<file path="config.mk">
export PLATFORM = sky130hd
export DESIGN_NAME = calendar_date_add_days_flat
export DESIGN_NICKNAME = d
export VERILOG_FILES = /design/src/cda_pkg.sv /design/src/cda_if.sv /design/src/cda_year_split.sv /design/src/cda_month_step.sv /design/src/calendar_date_add_days.sv /design/src/flat_wrapper.sv
export SDC_FILE = /design/constraint.sdc
export NUM_CORES = 1
export LEC_CHECK = 0
export CAP_MARGIN = 25
export CORE_UTILIZATION = 67
export CTS_BUF_LIST = sky130_fd_sc_hd__clkbuf_4
export DETAILED_ROUTE_END_ITERATION = 12
export DONT_BUFFER_PORTS = 1
export GPL_TIMING_DRIVEN = 0
export HOLD_SLACK_MARGIN = 0.05
export PLACE_DENSITY = 0.92
export RECOVER_POWER = 50
export SLEW_MARGIN = 20
export SYNTH_ARGS = -nofsm -noshare
export SYNTH_HDL_FRONTEND = slang
export SYNTH_SLANG_ARGS = --single-unit
</file>
<file path="constraint.sdc">
create_clock -name clk -period 6.7 [get_ports clk]
set_clock_uncertainty 0.15 [all_clocks]
set_input_delay 0.67 -clock clk [delete_from_list [all_inputs] [get_ports clk]]
set_output_delay 0.67 -clock clk [all_outputs]
set_load 0.03 [all_outputs]
</file>
<file path="src/cda_pkg.sv">
// ----------------------------------------------------------------------------
// cda_pkg
// Shared types, constants and the month length table for the date adder.
// ----------------------------------------------------------------------------
package cda_pkg;

    localparam int MAX_YEAR_DEFAULT = 9999;

    localparam int YEAR_W  = 14;
    localparam int MONTH_W = 4;
    localparam int DAY_W   = 5;
    localparam int COUNT_W = 16;
    // running day value during a walk: day plus or minus a full count
    localparam int WDAY_W  = 18;

    // year / 100 by reciprocal, exact for every 14-bit year
    localparam int DIV100_MULT  = 5243;
    localparam int DIV100_SHIFT = 19;
    localparam int PROD_W       = 27;
    localparam int CENT_W       = 8;

    localparam logic [MONTH_W-1:0] MONTH_JAN = 4'd1;
    localparam logic [MONTH_W-1:0] MONTH_FEB = 4'd2;
    localparam logic [MONTH_W-1:0] MONTH_DEC = 4'd12;

    typedef enum logic [1:0] {
        OP_LOAD = 2'd0,
        OP_ADD  = 2'd1,
        OP_SUB  = 2'd2
    } op_t;

    typedef enum logic [2:0] {
        ST_IDLE,
        ST_LOAD_MUL,
        ST_LOAD_CHK,
        ST_WALK,
        ST_DONE
    } state_t;

    // date being walked, with year mod 100 and centuries mod 4 for the leap rule
    typedef struct packed {
        logic [YEAR_W-1:0]        year;
        logic [MONTH_W-1:0]       month;
        logic signed [WDAY_W-1:0] day;
        logic [6:0]               mod100;
        logic [1:0]               cent;
    } walk_t;

    typedef struct packed {
        logic done;
        logic fail;
    } step_status_t;

    function automatic logic is_leap(input logic [YEAR_W-1:0] year,
                                     input logic [6:0] mod100,
                                     input logic [1:0] cent);
        logic by4;
        by4 = (year[1:0] == 2'd0);
        return (by4 && (mod100 != 7'd0)) || ((mod100 == 7'd0) && (cent == 2'd0));
    endfunction

    function automatic logic [DAY_W-1:0] month_len(input logic leap,
                                                   input logic [MONTH_W-1:0] month);
        logic [DAY_W-1:0] len;
        unique case (month)
            4'd4, 4'd6, 4'd9, 4'd11: len = 5'd30;
            MONTH_FEB:               len = leap ? 5'd29 : 5'd28;
            default:                 len = 5'd31;
        endcase
        return len;
    endfunction

endpackage

</file>
<file path="src/cda_if.sv">
// ----------------------------------------------------------------------------
// cda_if
// Valid/ready channels for date adder requests and results.
// ----------------------------------------------------------------------------
interface cda_in_if;
    logic               valid;
    logic               ready;
    logic [1:0]         op;
    logic [13:0]        load_year;
    logic [3:0]         load_month;
    logic [4:0]         load_day;
    logic signed [15:0] day_count;

    modport source (output valid, op, load_year, load_month, load_day, day_count,
                    input ready);
    modport sink   (input valid, op, load_year, load_month, load_day, day_count,
                    output ready);
endinterface

interface cda_out_if;
    logic        valid;
    logic        ready;
    logic [13:0] out_year;
    logic [3:0]  out_month;
    logic [4:0]  out_day;
    logic        bad_load;
    logic        range_error;

    modport source (output valid, out_year, out_month, out_day, bad_load, range_error,
                    input ready);
    modport sink   (input valid, out_year, out_month, out_day, bad_load, range_error,
                     output ready);
endinterface

</file>
<file path="src/cda_year_split.sv">
// ----------------------------------------------------------------------------
// cda_year_split
// Splits a year into year mod 100 and centuries mod 4, one register stage.
// ----------------------------------------------------------------------------
module cda_year_split
    import cda_pkg::*;
(
    input  logic              clk,
    input  logic [YEAR_W-1:0] year,
    output logic [6:0]        mod100,
    output logic [1:0]        cent
);

    logic [PROD_W-1:0] prod;
    logic [YEAR_W-1:0] year_reg;
    logic [CENT_W-1:0] q_reg;
    logic [YEAR_W-1:0] rem;

    assign prod = PROD_W'(year) * PROD_W'(DIV100_MULT);

    always_ff @(posedge clk)
    begin
        year_reg <= year;
        q_reg    <= prod[DIV100_SHIFT +: CENT_W];
    end

    assign rem    = year_reg - YEAR_W'(q_reg) * YEAR_W'(100);
    assign mod100 = rem[6:0];
    assign cent   = q_reg[1:0];

endmodule

</file>
<file path="src/cda_month_step.sv">
// ----------------------------------------------------------------------------
// cda_month_step
// One carry or borrow of a whole month on the date being walked.
// ----------------------------------------------------------------------------
module cda_month_step
    import cda_pkg::*;
#(
    parameter int MAX_YEAR = MAX_YEAR_DEFAULT
)
(
    input  walk_t        cur,
    output walk_t        nxt,
    output step_status_t status
);

    logic                     leap;
    logic [DAY_W-1:0]         len_cur;
    logic [DAY_W-1:0]         len_prev;
    logic signed [WDAY_W-1:0] len_cur_s;
    logic signed [WDAY_W-1:0] len_prev_s;

    always_comb
    begin
        leap       = is_leap(cur.year, cur.mod100, cur.cent);
        len_cur    = month_len(leap, cur.month);
        // previous month is in the same year unless we wrap back to december
        len_prev   = (cur.month == MONTH_JAN) ? 5'd31 : month_len(leap, cur.month - 4'd1);
        len_cur_s  = $signed(WDAY_W'(len_cur));
        len_prev_s = $signed(WDAY_W'(len_prev));

        nxt    = cur;
        status = '0;
        priority if (cur.day > len_cur_s)
        begin
            nxt.day = cur.day - len_cur_s;
            if (cur.month == MONTH_DEC)
            begin
                if (cur.year >= YEAR_W'(MAX_YEAR))
                begin
                    status.fail = 1'b1;
                end
                nxt.month = MONTH_JAN;
                nxt.year  = cur.year + 14'd1;
                if (cur.mod100 == 7'd99)
                begin
                    nxt.mod100 = 7'd0;
                    nxt.cent   = cur.cent + 2'd1;
                end
                else
                begin
                    nxt.mod100 = cur.mod100 + 7'd1;
                end
            end
            else
            begin
                nxt.month = cur.month + 4'd1;
            end
        end
        else if (cur.day < $signed(WDAY_W'(1)))
        begin
            nxt.day = cur.day + len_prev_s;
            if (cur.month == MONTH_JAN)
            begin
                if (cur.year == '0)
                begin
                    status.fail = 1'b1;
                end
                nxt.month = MONTH_DEC;
                nxt.year  = cur.year - 14'd1;
                if (cur.mod100 == 7'd0)
                begin
                    nxt.mod100 = 7'd99;
                    nxt.cent   = cur.cent - 2'd1;
                end
                else
                begin
                    nxt.mod100 = cur.mod100 - 7'd1;
                end
            end
            else
            begin
                nxt.month = cur.month - 4'd1;
            end
        end
        else
        begin
            status.done = 1'b1;
        end
    end

endmodule

</file>
<file path="src/calendar_date_add_days.sv">
// ----------------------------------------------------------------------------
// calendar_date_add_days
// Holds a Gregorian date; loads a checked date or moves it by a signed count.
// ----------------------------------------------------------------------------
// Usage: requests arrive on the item channel (valid/ready). op 0 loads
// load_year/load_month/load_day after checking them against the calendar;
// op 1 adds day_count days, op 2 subtracts it; op 3 only reports the date.
// Every request produces one word on the result channel with the held date
// and the bad_load / range_error flags. A move that would leave years
// 0..MAX_YEAR keeps the date and raises range_error.
// Timing: a load passes through LOAD_MUL and LOAD_CHK between accept and
// result valid; a move carries or borrows one month per step, up to about
// 1100 months for the largest count. The month walk reuses a single
// carry/borrow step, one month per cycle, which sets the rate.
// The block accepts one request at a time: item.ready is high only while
// idle, and stays low until the result word has been taken, so a stalled
// receiver simply holds the result and the next request waits.
// Reset puts the held date at year 0, January 1, with the channels idle.
// ----------------------------------------------------------------------------
module calendar_date_add_days
    import cda_pkg::*;
#(
    parameter int MAX_YEAR = MAX_YEAR_DEFAULT
)
(
    input  logic      clk,
    input  logic      rst_n,
    cda_in_if.sink    item,
    cda_out_if.source result
);

    state_t state_reg, state_next;

    logic [YEAR_W-1:0]  cur_year_reg;
    logic [MONTH_W-1:0] cur_month_reg;
    logic [DAY_W-1:0]   cur_day_reg;
    logic [6:0]         cur_mod100_reg;
    logic [1:0]         cur_cent_reg;
    logic               bad_reg;
    logic               rerr_reg;

    logic [YEAR_W-1:0]  ld_year_reg;
    logic [MONTH_W-1:0] ld_month_reg;
    logic [DAY_W-1:0]   ld_day_reg;

    walk_t        walk_reg;
    walk_t        walk_step;
    step_status_t step_status;

    logic [6:0]               split_mod100;
    logic [1:0]               split_cent;
    logic                     ld_leap;
    logic                     ld_bad;
    logic                     accept;
    logic signed [WDAY_W-1:0] count_ext;
    logic signed [WDAY_W-1:0] start_day;

    cda_year_split u_split (
        .clk    (clk),
        .year   (ld_year_reg),
        .mod100 (split_mod100),
        .cent   (split_cent)
    );

    cda_month_step #(
        .MAX_YEAR (MAX_YEAR)
    ) u_step (
        .cur    (walk_reg),
        .nxt    (walk_step),
        .status (step_status)
    );

    assign accept = item.valid && item.ready;

    // load check
    always_comb
    begin
        ld_leap = is_leap(ld_year_reg, split_mod100, split_cent);
        ld_bad  = (ld_year_reg > YEAR_W'(MAX_YEAR)) || (ld_month_reg == '0) ||
                  (ld_month_reg > MONTH_DEC) || (ld_day_reg == '0) ||
                  (ld_day_reg > month_len(ld_leap, ld_month_reg));
    end

    // starting day of a move, count negated for subtract
    always_comb
    begin
        count_ext = WDAY_W'(item.day_count);
        if (item.op == OP_SUB)
        begin
            start_day = $signed(WDAY_W'(cur_day_reg)) - count_ext;
        end
        else
        begin
            start_day = $signed(WDAY_W'(cur_day_reg)) + count_ext;
        end
    end

    always_comb
    begin
        state_next = state_reg;
        unique case (state_reg)
            ST_IDLE:
            begin
                if (accept)
                begin
                    priority if (item.op == OP_LOAD)
                    begin
                        state_next = ST_LOAD_MUL;
                    end
                    else if (item.op == OP_ADD || item.op == OP_SUB)
                    begin
                        state_next = ST_WALK;
                    end
                    else
                    begin
                        state_next = ST_DONE;
                    end
                end
            end
            ST_LOAD_MUL: state_next = ST_LOAD_CHK;
            ST_LOAD_CHK: state_next = ST_DONE;
            ST_WALK:
            begin
                if (step_status.done || step_status.fail)
                begin
                    state_next = ST_DONE;
                end
            end
            ST_DONE:
            begin
                if (result.ready)
                begin
                    state_next = ST_IDLE;
                end
            end
            default: state_next = ST_IDLE;
        endcase
    end

    always_comb
    begin
        item.ready         = (state_reg == ST_IDLE);
        result.valid       = (state_reg == ST_DONE);
        result.out_year    = cur_year_reg;
        result.out_month   = cur_month_reg;
        result.out_day     = cur_day_reg;
        result.bad_load    = bad_reg;
        result.range_error = rerr_reg;
    end

    always_ff @(posedge clk or negedge rst_n)
    begin
        if (!rst_n)
        begin
            state_reg      <= ST_IDLE;
            cur_year_reg   <= '0;
            cur_month_reg  <= MONTH_JAN;
            cur_day_reg    <= 5'd1;
            cur_mod100_reg <= '0;
            cur_cent_reg   <= '0;
            bad_reg        <= 1'b0;
            rerr_reg       <= 1'b0;
        end
        else
        begin
            state_reg <= state_next;
            if (accept)
            begin
                bad_reg  <= 1'b0;
                rerr_reg <= 1'b0;
            end
            if (state_reg == ST_LOAD_CHK)
            begin
                if (ld_bad)
                begin
                    bad_reg <= 1'b1;
                end
                else
                begin
                    cur_year_reg   <= ld_year_reg;
                    cur_month_reg  <= ld_month_reg;
                    cur_day_reg    <= ld_day_reg;
                    cur_mod100_reg <= split_mod100;
                    cur_cent_reg   <= split_cent;
                end
            end
            if (state_reg == ST_WALK)
            begin
                if (step_status.fail)
                begin
                    rerr_reg <= 1'b1;
                end
                else if (step_status.done)
                begin
                    cur_year_reg   <= walk_reg.year;
                    cur_month_reg  <= walk_reg.month;
                    cur_day_reg    <= walk_reg.day[DAY_W-1:0];
                    cur_mod100_reg <= walk_reg.mod100;
                    cur_cent_reg   <= walk_reg.cent;
                end
            end
        end
    end

    // payload registers
    always_ff @(posedge clk)
    begin
        if (accept)
        begin
            ld_year_reg     <= item.load_year;
            ld_month_reg    <= item.load_month;
            ld_day_reg      <= item.load_day;
            walk_reg.year   <= cur_year_reg;
            walk_reg.month  <= cur_month_reg;
            walk_reg.day    <= start_day;
            walk_reg.mod100 <= cur_mod100_reg;
            walk_reg.cent   <= cur_cent_reg;
        end
        else if (state_reg == ST_WALK)
        begin
            walk_reg <= walk_step;
        end
    end

endmodule
</file>
<file path="src/flat_wrapper.sv">
// flat-port wrapper written by rule: the top's interface ports become plain ports
module calendar_date_add_days_flat import cda_pkg::*;
#(
    parameter int MAX_YEAR = MAX_YEAR_DEFAULT
)
  (clk, rst_n, item_valid, item_op, item_load_year, item_load_month, item_load_day, item_day_count, item_ready, result_valid, result_out_year, result_out_month, result_out_day, result_bad_load, result_range_error, result_ready);
  cda_in_if item_i ();
  cda_out_if result_i ();
  input  logic clk;
  input  logic rst_n;
  input wire logic [$bits(item_i.valid)-1:0] item_valid;
  input wire logic [$bits(item_i.op)-1:0] item_op;
  input wire logic [$bits(item_i.load_year)-1:0] item_load_year;
  input wire logic [$bits(item_i.load_month)-1:0] item_load_month;
  input wire logic [$bits(item_i.load_day)-1:0] item_load_day;
  input wire logic [$bits(item_i.day_count)-1:0] item_day_count;
  output wire logic [$bits(item_i.ready)-1:0] item_ready;
  output wire logic [$bits(result_i.valid)-1:0] result_valid;
  output wire logic [$bits(result_i.out_year)-1:0] result_out_year;
  output wire logic [$bits(result_i.out_month)-1:0] result_out_month;
  output wire logic [$bits(result_i.out_day)-1:0] result_out_day;
  output wire logic [$bits(result_i.bad_load)-1:0] result_bad_load;
  output wire logic [$bits(result_i.range_error)-1:0] result_range_error;
  input wire logic [$bits(result_i.ready)-1:0] result_ready;
  assign item_i.valid = item_valid;
  assign item_i.op = item_op;
  assign item_i.load_year = item_load_year;
  assign item_i.load_month = item_load_month;
  assign item_i.load_day = item_load_day;
  assign item_i.day_count = item_day_count;
  assign item_ready = item_i.ready;
  assign result_valid = result_i.valid;
  assign result_out_year = result_i.out_year;
  assign result_out_month = result_i.out_month;
  assign result_out_day = result_i.out_day;
  assign result_bad_load = result_i.bad_load;
  assign result_range_error = result_i.range_error;
  assign result_i.ready = result_ready;
  calendar_date_add_days #(.MAX_YEAR(MAX_YEAR)) u_core (.clk(clk), .rst_n(rst_n), .item(item_i), .result(result_i));
endmodule
</file>
## After elaboration in Yosys (flattened, before gate mapping)

Cells that the tools add are included.

- Bits in registers: 120
- Latch bits: 0
- Memory bits (writable): 0
- Bits in read-only memories: 0
- Input bits: 45
- Output and inout bits: 27
- Logic and storage cells: 171
- Memories kept: 0

- Add/subtract/negate cells: 13
- $mul: 2
- Divide/modulo/power cells: 0
- Magnitude comparators: 6
- Equality and inequality tests: 29
- Shifts and indexed selects: 0
- Muxes and demuxes: 66
- Bitwise logic cells: 0
- Reduce and logical (&&, ||, !) cells: 37

Operators with widths:

| kind | number |
|---|---|
| $mux 45 | 4 |
| $mux 14 | 7 |
| $mux 7 | 7 |
| $mux 5 | 6 |
| $eq 4x4->1 const B | 7 |
| $mux 4 | 7 |
| $mul 14x13->27 const B | 1 |
| $eq 4x3->1 const B | 6 |
| $add 18x6->18 | 1 |
| $gt 18x6->1 | 1 |
| $lt 18x2->1 const B | 1 |
| $mux 18 | 1 |
| $mux 9 | 2 |
| $sub 18x6->18 | 1 |
| $add 6x16->17 | 1 |
| $sub 6x16->17 | 1 |
| $mux 1 | 16 |
| $mux 3 | 5 |
| $pmux 3 s5 | 1 |
| $add 14x1->14 const B | 1 |
| $ge 14x14->1 const B | 1 |
| $gt 14x14->1 const B | 1 |
| $logic_not 14->1 | 1 |
| $logic_not 7->1 | 2 |
| 39 further kinds | 71 |

## Logic depth before layout (Yosys ltp)

Gate-level depths: netlist of run 1.

- Word-level depth: 14
- Mapped depth: 26

## By module

A second synthesis of run 1 with hierarchy kept.

- Cell total of the unflattened synthesis: 1173
- Area total of the unflattened synthesis: 10903.0 um^2

By module, submodules not included:

| module | instances | cells each | area each (um^2) |
|---|---|---|---|
| calendar_date_add_days | 1 | 520 | 5412.7 |
| cda_year_split | 1 | 355 | 3539.6 |
| cda_month_step | 1 | 298 | 1950.6 |

## Least setup slack after synthesis of run 1

Ideal clock, no wire load.

- Path kind: reg-to-reg
- Start point: register u_core.walk_reg[6] (netlist bit)
- End point: register u_core.walk_reg[44] (netlist bit) (data pin)
- Setup time: 0.268 ns
- Arrival: 5.317 ns
- Setup slack: 0.965 ns
- Stages on the path, launching flop included: 26
- Clock period less this slack: 5.735 ns
- Cell sequence: edfxtp_1 clkbuf_1 or3_1 or3_1 nor3_1 a21oi_1 o21ai_0 nand2_1 o21ai_0 ha_1 inv_1 fa_1 and4_1 nand2_1 a31o_1 buf_6 buf_6 buf_2 ha_1 a211oi_1 o21ai_0 a32oi_1 or4b_2 a31oi_1 xnor2_1 o21ai_0

- Word-level cells in the longest chain between the ends: 9

Ends and longest elaborated chain:

| element | line | RTL |
|---|---|---|
| from (decl) | calendar_date_add_days.sv:46 | `walk_t walk_reg;` |
| from (signal assigned) | calendar_date_add_days.sv:221 | `walk_reg <= walk_step;` |
| $reduce_bool 7->1 or $logic_not 7->1 (tied branches) | cda_pkg.sv:59 | `return (by4 && (mod100 != 7'd0)) \|\| ((mod100 == 7'd0) && (cent == 2'd0));` |
| $logic_and 1x1->1 | cda_pkg.sv:59 |  |
| $logic_or 1x1->1 (*) | cda_pkg.sv:59 |  |
| $mux 1 (*) | cda_pkg.sv:67 | `MONTH_FEB: len = leap ? 5'd29 : 5'd28;` |
| $pmux 2 s2 (*) | cda_pkg.sv:65 | `unique case (month)` |
| $gt 18x6->1 (*) | cda_month_step.sv:33 | `priority if (cur.day > len_cur_s)` |
| $mux 45 (*) | cda_month_step.sv:33 |  |
| $mux 45 (*) | calendar_date_add_days.sv:219 | `else if (state_reg == ST_WALK)` |
| $mux 45 (*) | calendar_date_add_days.sv:208 | `if (accept)` |

Every way passes the cells marked *; elsewhere a longest branch is shown, timed or not. The select of a mux whose other input is x is not followed.
A chain may end at the register's enable or synchronous reset.

## Worst setup path in the final report of run 1

Same ends and word-level chain as after synthesis.

==> impl_metrics.xml, run 1 <==
<?xml version="1.0" encoding="UTF-8"?>
<metrics>
  <group name="sta">
    <metric name="min_period" unit="ps">6350</metric>
    <metric name="worst_slew_margin_rel" unit="%">-41.0</metric>
    <metric name="finalHoldWorstSlack" unit="ps">138</metric>
    <metric name="final-max-slew-violation-count" unit="">38</metric>
    <metric name="min_period_over_period" unit="%">94.7</metric>
    <metric name="transition_time_at_the_pin_with_the_least_slew_margin" unit="ps">2110</metric>
    <metric name="finalSetupViolCount" unit="">0</metric>
    <metric name="max_freq" unit="MHz">158</metric>
    <metric name="final_number_of_hold_violating_endpoints" unit="">0</metric>
  </group>
  <group name="synthesis">
    <metric name="dominantRegCellSynth" unit="">sky130_fd_sc_hd__edfxtp_1</metric>
    <metric name="yosys_warnings" unit="">0</metric>
    <metric name="synth-seq-area-share" unit="%">29.4</metric>
    <metric name="yosys_register_bits" unit="">117</metric>
    <metric name="synth_async_sr_flop_share" unit="%">31.6</metric>
    <metric name="netlist.area_leader.share" unit="%">18.7</metric>
    <metric name="synthDominantAreaCellType" unit="">sky130_fd_sc_hd__edfxtp_1</metric>
    <metric name="netlist-cell-type-count" unit="">79</metric>
    <metric name="compound_cell_area_share_of_the_yosys_netlist" unit="%">14.7</metric>
    <metric name="syn-num-nets" unit="">1412</metric>
    <metric name="synth_xor_area_share" unit="%">5.53</metric>
    <metric name="post_synth_and_or_nand_nor_area_fraction" unit="%">13.3</metric>
    <metric name="synth_top_family_by_area" unit="">adder cells</metric>
    <metric name="synth-edff-count" unit="">68</metric>
    <metric name="netlist_area" unit="mm2">0.0109</metric>
    <metric name="synthesis.area_per_instance" unit="um2">9.38</metric>
    <metric name="syn_inst" unit="">1165</metric>
    <metric name="post_synth_mux_area_share" unit="%">2.59</metric>
    <metric name="synth.area.top_cells" unit="">sky130_fd_sc_hd__edfxtp_1 19%, sky130_fd_sc_hd__ha_1 15%, sky130_fd_sc_hd__fa_1 12%</metric>
    <metric name="yosys.area_share.adder" unit="%">27.7</metric>
  </group>
  <group name="clock_network">
    <metric name="tritoncts" unit="">done</metric>
    <metric name="cts_made_buffers" unit="">17</metric>
    <metric name="clock_tree.htree_level_count" unit="">4</metric>
    <metric name="clock_latency" unit="ps">570</metric>
    <metric name="reg_clk_slew_reported_paths" unit="ps">110</metric>
    <metric name="ctsLongestPathBuffers" unit="">2</metric>
    <metric name="clkSinkCount" unit="">117</metric>
    <metric name="clockRootBuffer" unit="">sky130_fd_sc_hd__clkbuf_4</metric>
  </group>
  <group name="place">
    <metric name="finalWeightedCongestion" unit="">0.941</metric>
    <metric name="port_buffers" unit="">0</metric>
    <metric name="hpwlAfterDp" unit="um">22700</metric>
    <metric name="place.detailed.instances" unit="">1386</metric>
  </group>
  <group name="layout">
    <metric name="drive_gt1_share" unit="%">4.56</metric>
    <metric name="area_delta_synth_final" unit="%">7.31</metric>
    <metric name="layout.cells.most_common_list" unit="">147 x sky130_fd_sc_hd__inv_1, 135 x sky130_fd_sc_hd__ha_1, 110 x sky130_fd_sc_hd__nor2_1</metric>
    <metric name="non_filler_cells_final" unit="">1445</metric>
    <metric name="final-seq-area" unit="mm2">0.00321</metric>
    <metric name="fill_cells" unit="">1059</metric>
    <metric name="layout.cells.most_common" unit="">sky130_fd_sc_hd__inv_1</metric>
    <metric name="multi_input_gate_area_in_the_final_layout" unit="mm2">0.00699</metric>
    <metric name="flip_flop_count_of_the_largest_register_after_layout" unit="">45</metric>
    <metric name="fin_nets" unit="">1463</metric>
  </group>
  <group name="floorplan">
    <metric name="io_pins" unit="">72</metric>
    <metric name="dieWidth" unit="um">130</metric>
    <metric name="placeableCoreArea" unit="mm2">0.0159</metric>
    <metric name="total_die_area" unit="mm2">0.0168</metric>
    <metric name="fp-row-count" unit="">46</metric>
    <metric name="effective_utilization_at_floorplan" unit="%">68.8</metric>
    <metric name="die_y" unit="um">130</metric>
  </group>
  <group name="detailed_routing">
    <metric name="viasPerCell" unit="">6.57</metric>
    <metric name="wl_per_cell" unit="um">21.5</metric>
    <metric name="detailedRoute.firstPassIterationCount" unit="">6</metric>
    <metric name="violation_count_after_the_first_detailed_route_iteration" unit="">1207</metric>
    <metric name="ant_nets" unit="">0</metric>
    <metric name="postRouteWirelength" unit="um">31000</metric>
    <metric name="vias" unit="">9493</metric>
    <metric name="drcViolationCount" unit="">0</metric>
  </group>
  <group name="global_route">
    <metric name="grt_pass1_vias" unit="">9464</metric>
    <metric name="antenna_found_initial" unit="">1</metric>
    <metric name="grt_overflow_total" unit="">0</metric>
    <metric name="global_route_wire_length_before_repair" unit="um">48300</metric>
    <metric name="track_usage" unit="%">38.2</metric>
    <metric name="pin_count_of_the_biggest_net_entering_global_routing" unit="">38</metric>
  </group>
  <group name="status">
    <metric name="outcome" unit="">complete, but fails checks</metric>
    <metric name="violations" unit="">max-capacitance violations, max-slew violations</metric>
  </group>
  <group name="setup_path">
    <metric name="critical_path_arrival" unit="ps">6470</metric>
    <metric name="number_of_cell_instances_on_the_worst_register_to_register_path" unit="">24</metric>
    <metric name="worst-setup-path-type" unit="">flip-flop to flip-flop</metric>
    <metric name="required_time_worst_endpoint" unit="ps">6820</metric>
    <metric name="worstSetupEndpointType" unit="">flip-flop</metric>
    <metric name="path_max_fanout" unit="">30</metric>
    <metric name="worstSetupStartpointType" unit="">flip-flop</metric>
  </group>
  <group name="min_path">
    <metric name="class_of_the_most_critical_hold_timing_path" unit="">primary input to flip-flop</metric>
    <metric name="worst_hold_path.num_cells" unit="">3</metric>
  </group>
  <group name="run">
    <metric name="maximum_capacitance_violations" unit="">1</metric>
  </group>
</metrics>
worst max-delay path, stage by stage (launching register included):
cell and delay [ps]:
sky130_fd_sc_hd__edfxtp_1 370, sky130_fd_sc_hd__clkbuf_1 210, sky130_fd_sc_hd__or3_1 390, sky130_fd_sc_hd__or3_1 430, sky130_fd_sc_hd__nor3_1 180, sky130_fd_sc_hd__a21oi_1 110, sky130_fd_sc_hd__o21ai_0 170, sky130_fd_sc_hd__nand2_1 60
sky130_fd_sc_hd__o21ai_0 220, sky130_fd_sc_hd__ha_1 220, sky130_fd_sc_hd__inv_1 60, sky130_fd_sc_hd__fa_1 410, sky130_fd_sc_hd__and4_1 220, sky130_fd_sc_hd__nand2_1 130, sky130_fd_sc_hd__a31o_1 190, sky130_fd_sc_hd__buf_6 170
sky130_fd_sc_hd__buf_8 250, sky130_fd_sc_hd__ha_1 300, sky130_fd_sc_hd__a211oi_2 270, sky130_fd_sc_hd__o21ai_1 160, sky130_fd_sc_hd__a32oi_2 280, sky130_fd_sc_hd__or4b_2 610, sky130_fd_sc_hd__a31oi_1 250, sky130_fd_sc_hd__xnor2_1 140
sky130_fd_sc_hd__o21ai_0 110
what timing repair did:
action                                 CTS  global route
resized for setup                        0             4
endpoints found under the hold margin   47            13
buffers inserted                         0             3
setup endpoints to repair                1             1
gates cloned                             0             0
hold buffers                            12            13
metal layers:
metal | global-route usage (%) | share of wire [%] | routed length (um) | up-vias
met5 | 0 | 0 | 0 | -
met4 | 23.5 | 7.1 | 2200 | 0
met3 | 8.98 | 9.6 | 2970 | 199
li1 | - | - | - | 4172
met1 | 47.9 | 37 | 11400 | 4432
met2 | 60.4 | 47 | 14500 | 690
path summary, 6_finish.rpt:
check / slack (ps) / from / endpoint
min in group asynchronous: 1180 / rst_n / u_core.result.out_year[9]
hold reg to reg: 430 / u_core.u_split.year_reg[1] / u_core.cur_mod100_reg[1]
hold / removal: 140 / item_valid / u_core.result.range_error
setup reg to reg: 350 / u_core.walk_reg[6] / u_core.walk_reg[44]
max in group asynchronous: 4010 / rst_n / u_core.state_reg[1]
setup / recovery: 350 / u_core.walk_reg[6] / u_core.walk_reg[44]
cells by family after synthesis:
family | after synthesis
AOI/OAI and AO/OA | 256
adders and majority gates | 202
muxes | 28
and+or+nand+nor | 302
buffers and inverters | 191
xor gates and xnor gates | 69
DFF | 117
cells in the mapped netlist (all sizes together) (26+ instances only):
library cell	number
xnor2	43
edfxtp	68
o21ai	51
inv	148
clkbuf	33
fa	67
xor2	26
dfrtp	35
nand2	68
ha	135
nor2	111
a21oi	101
mux2i	26
per-stage QoR:
step                      area (um2)  utilization (%)  setup slack (ps)  TNS [ps]
after floorplan                10900                -               965         0
after global placement         11200             70.5               115         0
after detailed placement       11300             70.8             -86.8     -86.8
after CTS                      11600             73.1               242         0
after global routing           11700             73.8             -1.12     -1.12
final                          11700             73.8               352         0
cell type report:
type,instances,share of cell area [%]
clock inverter,9,0.555
multi-input combinational,857,59.6
buffer,41,1.54
tap,216,2.30
sequential,117,27.4
clock buffer,22,1.41
antenna,1,0.0213
inverter,149,4.79
timing repair buffer,33,2.43
Power of run 1 is left out: the tool's default activity adds up to more than one toggle a clock period on the data nets, which glitch-free logic cannot reach.
==> run 2, diff against run 1 <==
--- a/config.mk
+++ b/config.mk
@@ -6,13 +6,16 @@
 export NUM_CORES = 1
 export LEC_CHECK = 0
 export CAP_MARGIN = 25
-export CORE_UTILIZATION = 67
+export CELL_PAD_IN_SITES_DETAIL_PLACEMENT = 0
+export CELL_PAD_IN_SITES_GLOBAL_PLACEMENT = 2
+export CORE_MARGIN = 5
+export CORE_UTILIZATION = 43
 export CTS_BUF_LIST = sky130_fd_sc_hd__clkbuf_4
 export DETAILED_ROUTE_END_ITERATION = 12
 export DONT_BUFFER_PORTS = 1
 export GPL_TIMING_DRIVEN = 0
 export HOLD_SLACK_MARGIN = 0.05
-export PLACE_DENSITY = 0.92
+export PLACE_DENSITY = 0.93
 export RECOVER_POWER = 50
 export SLEW_MARGIN = 20
 export SYNTH_ARGS = -nofsm -noshare
==> run 2 against run 1 <==
  * The flow still finishes with violations (max-capacitance violations, max-slew violations)
  * Non-clock buffer count decreased by 3
  * Final cell count is 7.8% higher
  * Flip-flop and latch count did not move
  * Critical path depth up 1
  * Hold slack improved by 16 ps
  * Core utilization shrank 26 points
  * Setup slack improved by 85 ps
  * Wire length down 4.8%
  * Design area is 1.7% higher
  * Largest cell class unchanged
  * Highest routed layer unchanged
==> impl_metrics.xml, run 2 (synthesized netlist as in run 1, its figures left out) <==
<?xml version="1.0" encoding="UTF-8"?>
<metrics>
  <group name="setup_path">
    <metric name="required_time_worst_endpoint" unit="ps">6830</metric>
    <metric name="worstSetupStartpointType" unit="">flip-flop</metric>
    <metric name="path_max_fanout" unit="">30</metric>
    <metric name="critical_path_arrival" unit="ps">6390</metric>
    <metric name="worstSetupEndpointType" unit="">flip-flop</metric>
    <metric name="number_of_cell_instances_on_the_worst_register_to_register_path" unit="">25</metric>
    <metric name="worst-setup-path-type" unit="">flip-flop to flip-flop</metric>
  </group>
  <group name="clock_network">
    <metric name="cts_made_buffers" unit="">17</metric>
    <metric name="clock_latency" unit="ps">560</metric>
    <metric name="clock_tree.htree_level_count" unit="">4</metric>
    <metric name="reg_clk_slew_reported_paths" unit="ps">120</metric>
    <metric name="clkSinkCount" unit="">117</metric>
    <metric name="tritoncts" unit="">done</metric>
    <metric name="clockRootBuffer" unit="">sky130_fd_sc_hd__clkbuf_4</metric>
    <metric name="ctsLongestPathBuffers" unit="">2</metric>
  </group>
  <group name="floorplan">
    <metric name="placeableCoreArea" unit="mm2">0.0251</metric>
    <metric name="die_y" unit="um">169</metric>
    <metric name="io_pins" unit="">72</metric>
    <metric name="total_die_area" unit="mm2">0.0287</metric>
    <metric name="effective_utilization_at_floorplan" unit="%">43.5</metric>
    <metric name="fp-row-count" unit="">58</metric>
    <metric name="dieWidth" unit="um">169</metric>
  </group>
  <group name="sta">
    <metric name="rsz0062_at_grt" unit="">no</metric>
    <metric name="worst_slew_margin_rel" unit="%">-45.9</metric>
    <metric name="setup_tns" unit="ps">0</metric>
    <metric name="min_period" unit="ps">6260</metric>
    <metric name="transition_time_at_the_pin_with_the_least_slew_margin" unit="ps">2190</metric>
    <metric name="final-max-slew-violation-count" unit="">38</metric>
    <metric name="final_number_of_hold_violating_endpoints" unit="">0</metric>
    <metric name="max_freq" unit="MHz">160</metric>
    <metric name="finalSetupViolCount" unit="">0</metric>
    <metric name="min_period_over_period" unit="%">93.5</metric>
  </group>
  <group name="status">
    <metric name="outcome" unit="">complete, but fails checks</metric>
    <metric name="violations" unit="">max-capacitance violations, max-slew violations</metric>
  </group>
  <group name="detailed_routing">
    <metric name="drcViolationCount" unit="">0</metric>
    <metric name="viasPerCell" unit="">5.51</metric>
    <metric name="detailedRoute.firstPassIterationCount" unit="">8</metric>
    <metric name="vias" unit="">8575</metric>
    <metric name="wl_per_cell" unit="um">19.0</metric>
    <metric name="postRouteWirelength" unit="um">29500</metric>
    <metric name="violation_count_after_the_first_detailed_route_iteration" unit="">639</metric>
    <metric name="ant_nets" unit="">0</metric>
  </group>
  <group name="layout">
    <metric name="flip_flop_count_of_the_largest_register_after_layout" unit="">45</metric>
    <metric name="layout.cells.most_common" unit="">sky130_fd_sc_hd__inv_1</metric>
    <metric name="final_core_utilization" unit="%">47.5</metric>
    <metric name="area_delta_synth_final" unit="%">9.14</metric>
    <metric name="drive_gt1_share" unit="%">4.81</metric>
    <metric name="layout.cells.most_common_list" unit="">147 x sky130_fd_sc_hd__inv_1, 135 x sky130_fd_sc_hd__ha_1, 110 x sky130_fd_sc_hd__nor2_1</metric>
    <metric name="fin_nets" unit="">1460</metric>
    <metric name="non_filler_cells_final" unit="">1557</metric>
  </group>
  <group name="global_route">
    <metric name="grt_overflow_total" unit="">0</metric>
    <metric name="antenna_found_initial" unit="">1</metric>
    <metric name="pin_count_of_the_biggest_net_entering_global_routing" unit="">38</metric>
    <metric name="global_route_wire_length_before_repair" unit="um">47400</metric>
    <metric name="grt_pass1_vias" unit="">8496</metric>
    <metric name="track_usage" unit="%">21.0</metric>
  </group>
  <group name="min_path">
    <metric name="worst_hold_path.num_cells" unit="">2</metric>
    <metric name="class_of_the_most_critical_hold_timing_path" unit="">primary input to flip-flop</metric>
  </group>
  <group name="run">
    <metric name="maximum_capacitance_violations" unit="">1</metric>
  </group>
  <group name="place">
    <metric name="place.detailed.instances" unit="">1496</metric>
    <metric name="finalWeightedCongestion" unit="">0.844</metric>
    <metric name="hpwlAfterDp" unit="um">23300</metric>
    <metric name="port_buffers" unit="">0</metric>
  </group>
</metrics>
-- run 2: path summary, 6_finish.rpt --
path | end | slack (ps) | startpoint
worst max-delay path | u_core.walk_reg[44] | 440 | u_core.walk_reg[2]
worst min-delay path | u_core.state_reg[2] | 150 | result_ready
worst max register to register | u_core.walk_reg[44] | 440 | u_core.walk_reg[2]
worst min register to register | u_core.cur_mod100_reg[1] | 390 | u_core.u_split.year_reg[1]
max in group asynchronous | u_core.result.out_day[1] | 3980 | rst_n
min in group asynchronous | u_core.result.out_year[8] | 1130 | rst_n
-- run 2: layout make-up --
cell class | count | area [um2]
antenna | 1 | 2.50
fill | 2455 | 13200
sequential | 117 | 3210
multi-input combinational | 857 | 6980
timing repair buffer | 31 | 278
clock inverter | 13 | 158
buffer | 40 | 181
inverter | 149 | 562
tap | 330 | 413
clock buffer | 19 | 143
-- run 2: critical path, stage by stage, from the launching register on --
cell and delay, ps:
sky130_fd_sc_hd__edfxtp_1 500, sky130_fd_sc_hd__inv_1 160, sky130_fd_sc_hd__ha_1 200, sky130_fd_sc_hd__nand2b_1 80, sky130_fd_sc_hd__or3_4 420, sky130_fd_sc_hd__nor3_1 190, sky130_fd_sc_hd__a21oi_1 140, sky130_fd_sc_hd__o21ai_0 180
sky130_fd_sc_hd__nand2_1 70, sky130_fd_sc_hd__o21ai_1 170, sky130_fd_sc_hd__ha_1 200, sky130_fd_sc_hd__inv_1 50, sky130_fd_sc_hd__fa_1 410, sky130_fd_sc_hd__and4_1 230, sky130_fd_sc_hd__nand2_1 140, sky130_fd_sc_hd__a31o_1 170
sky130_fd_sc_hd__buf_6 170, sky130_fd_sc_hd__buf_12 210, sky130_fd_sc_hd__ha_1 270, sky130_fd_sc_hd__a211oi_1 280, sky130_fd_sc_hd__o21ai_0 180, sky130_fd_sc_hd__a32oi_1 310, sky130_fd_sc_hd__or4b_2 610, sky130_fd_sc_hd__a31oi_1 240
sky130_fd_sc_hd__xnor2_1 150, sky130_fd_sc_hd__o21ai_0 100
-- run 2: stage by stage --
stage | instance area (um2) | hold WS, ps | setup WS, ps
floorplan | 10900 | 224 | 965
global placement | 11300 | 228 | -191
detailed placement | 11400 | 228 | -158
CTS | 11900 | 129 | 153
global route | 11900 | 128 | 48.4
finish | 11900 | 154 | 437
-- run 2: repair_timing --
item / in CTS / in global routing
setup buffers: 0 / 3
pin swaps: 0 / 1
hold buffers: 25 / 0
gates resized for setup: 0 / 4
hold endpoints to repair: 60 / 0
gates cloned: 0 / 0
endpoints found under the setup margin: 1 / 1
-- run 2: routing by layer --
metal	track usage (%)	wire, um	up-vias
met5	0	0	-
met4	4.45	490	0
met3	3.49	1440	39
met2	33.4	13700	222
met1	30.2	13900	4141
li1	-	-	4173
Power of run 2 is left out for the same reason.
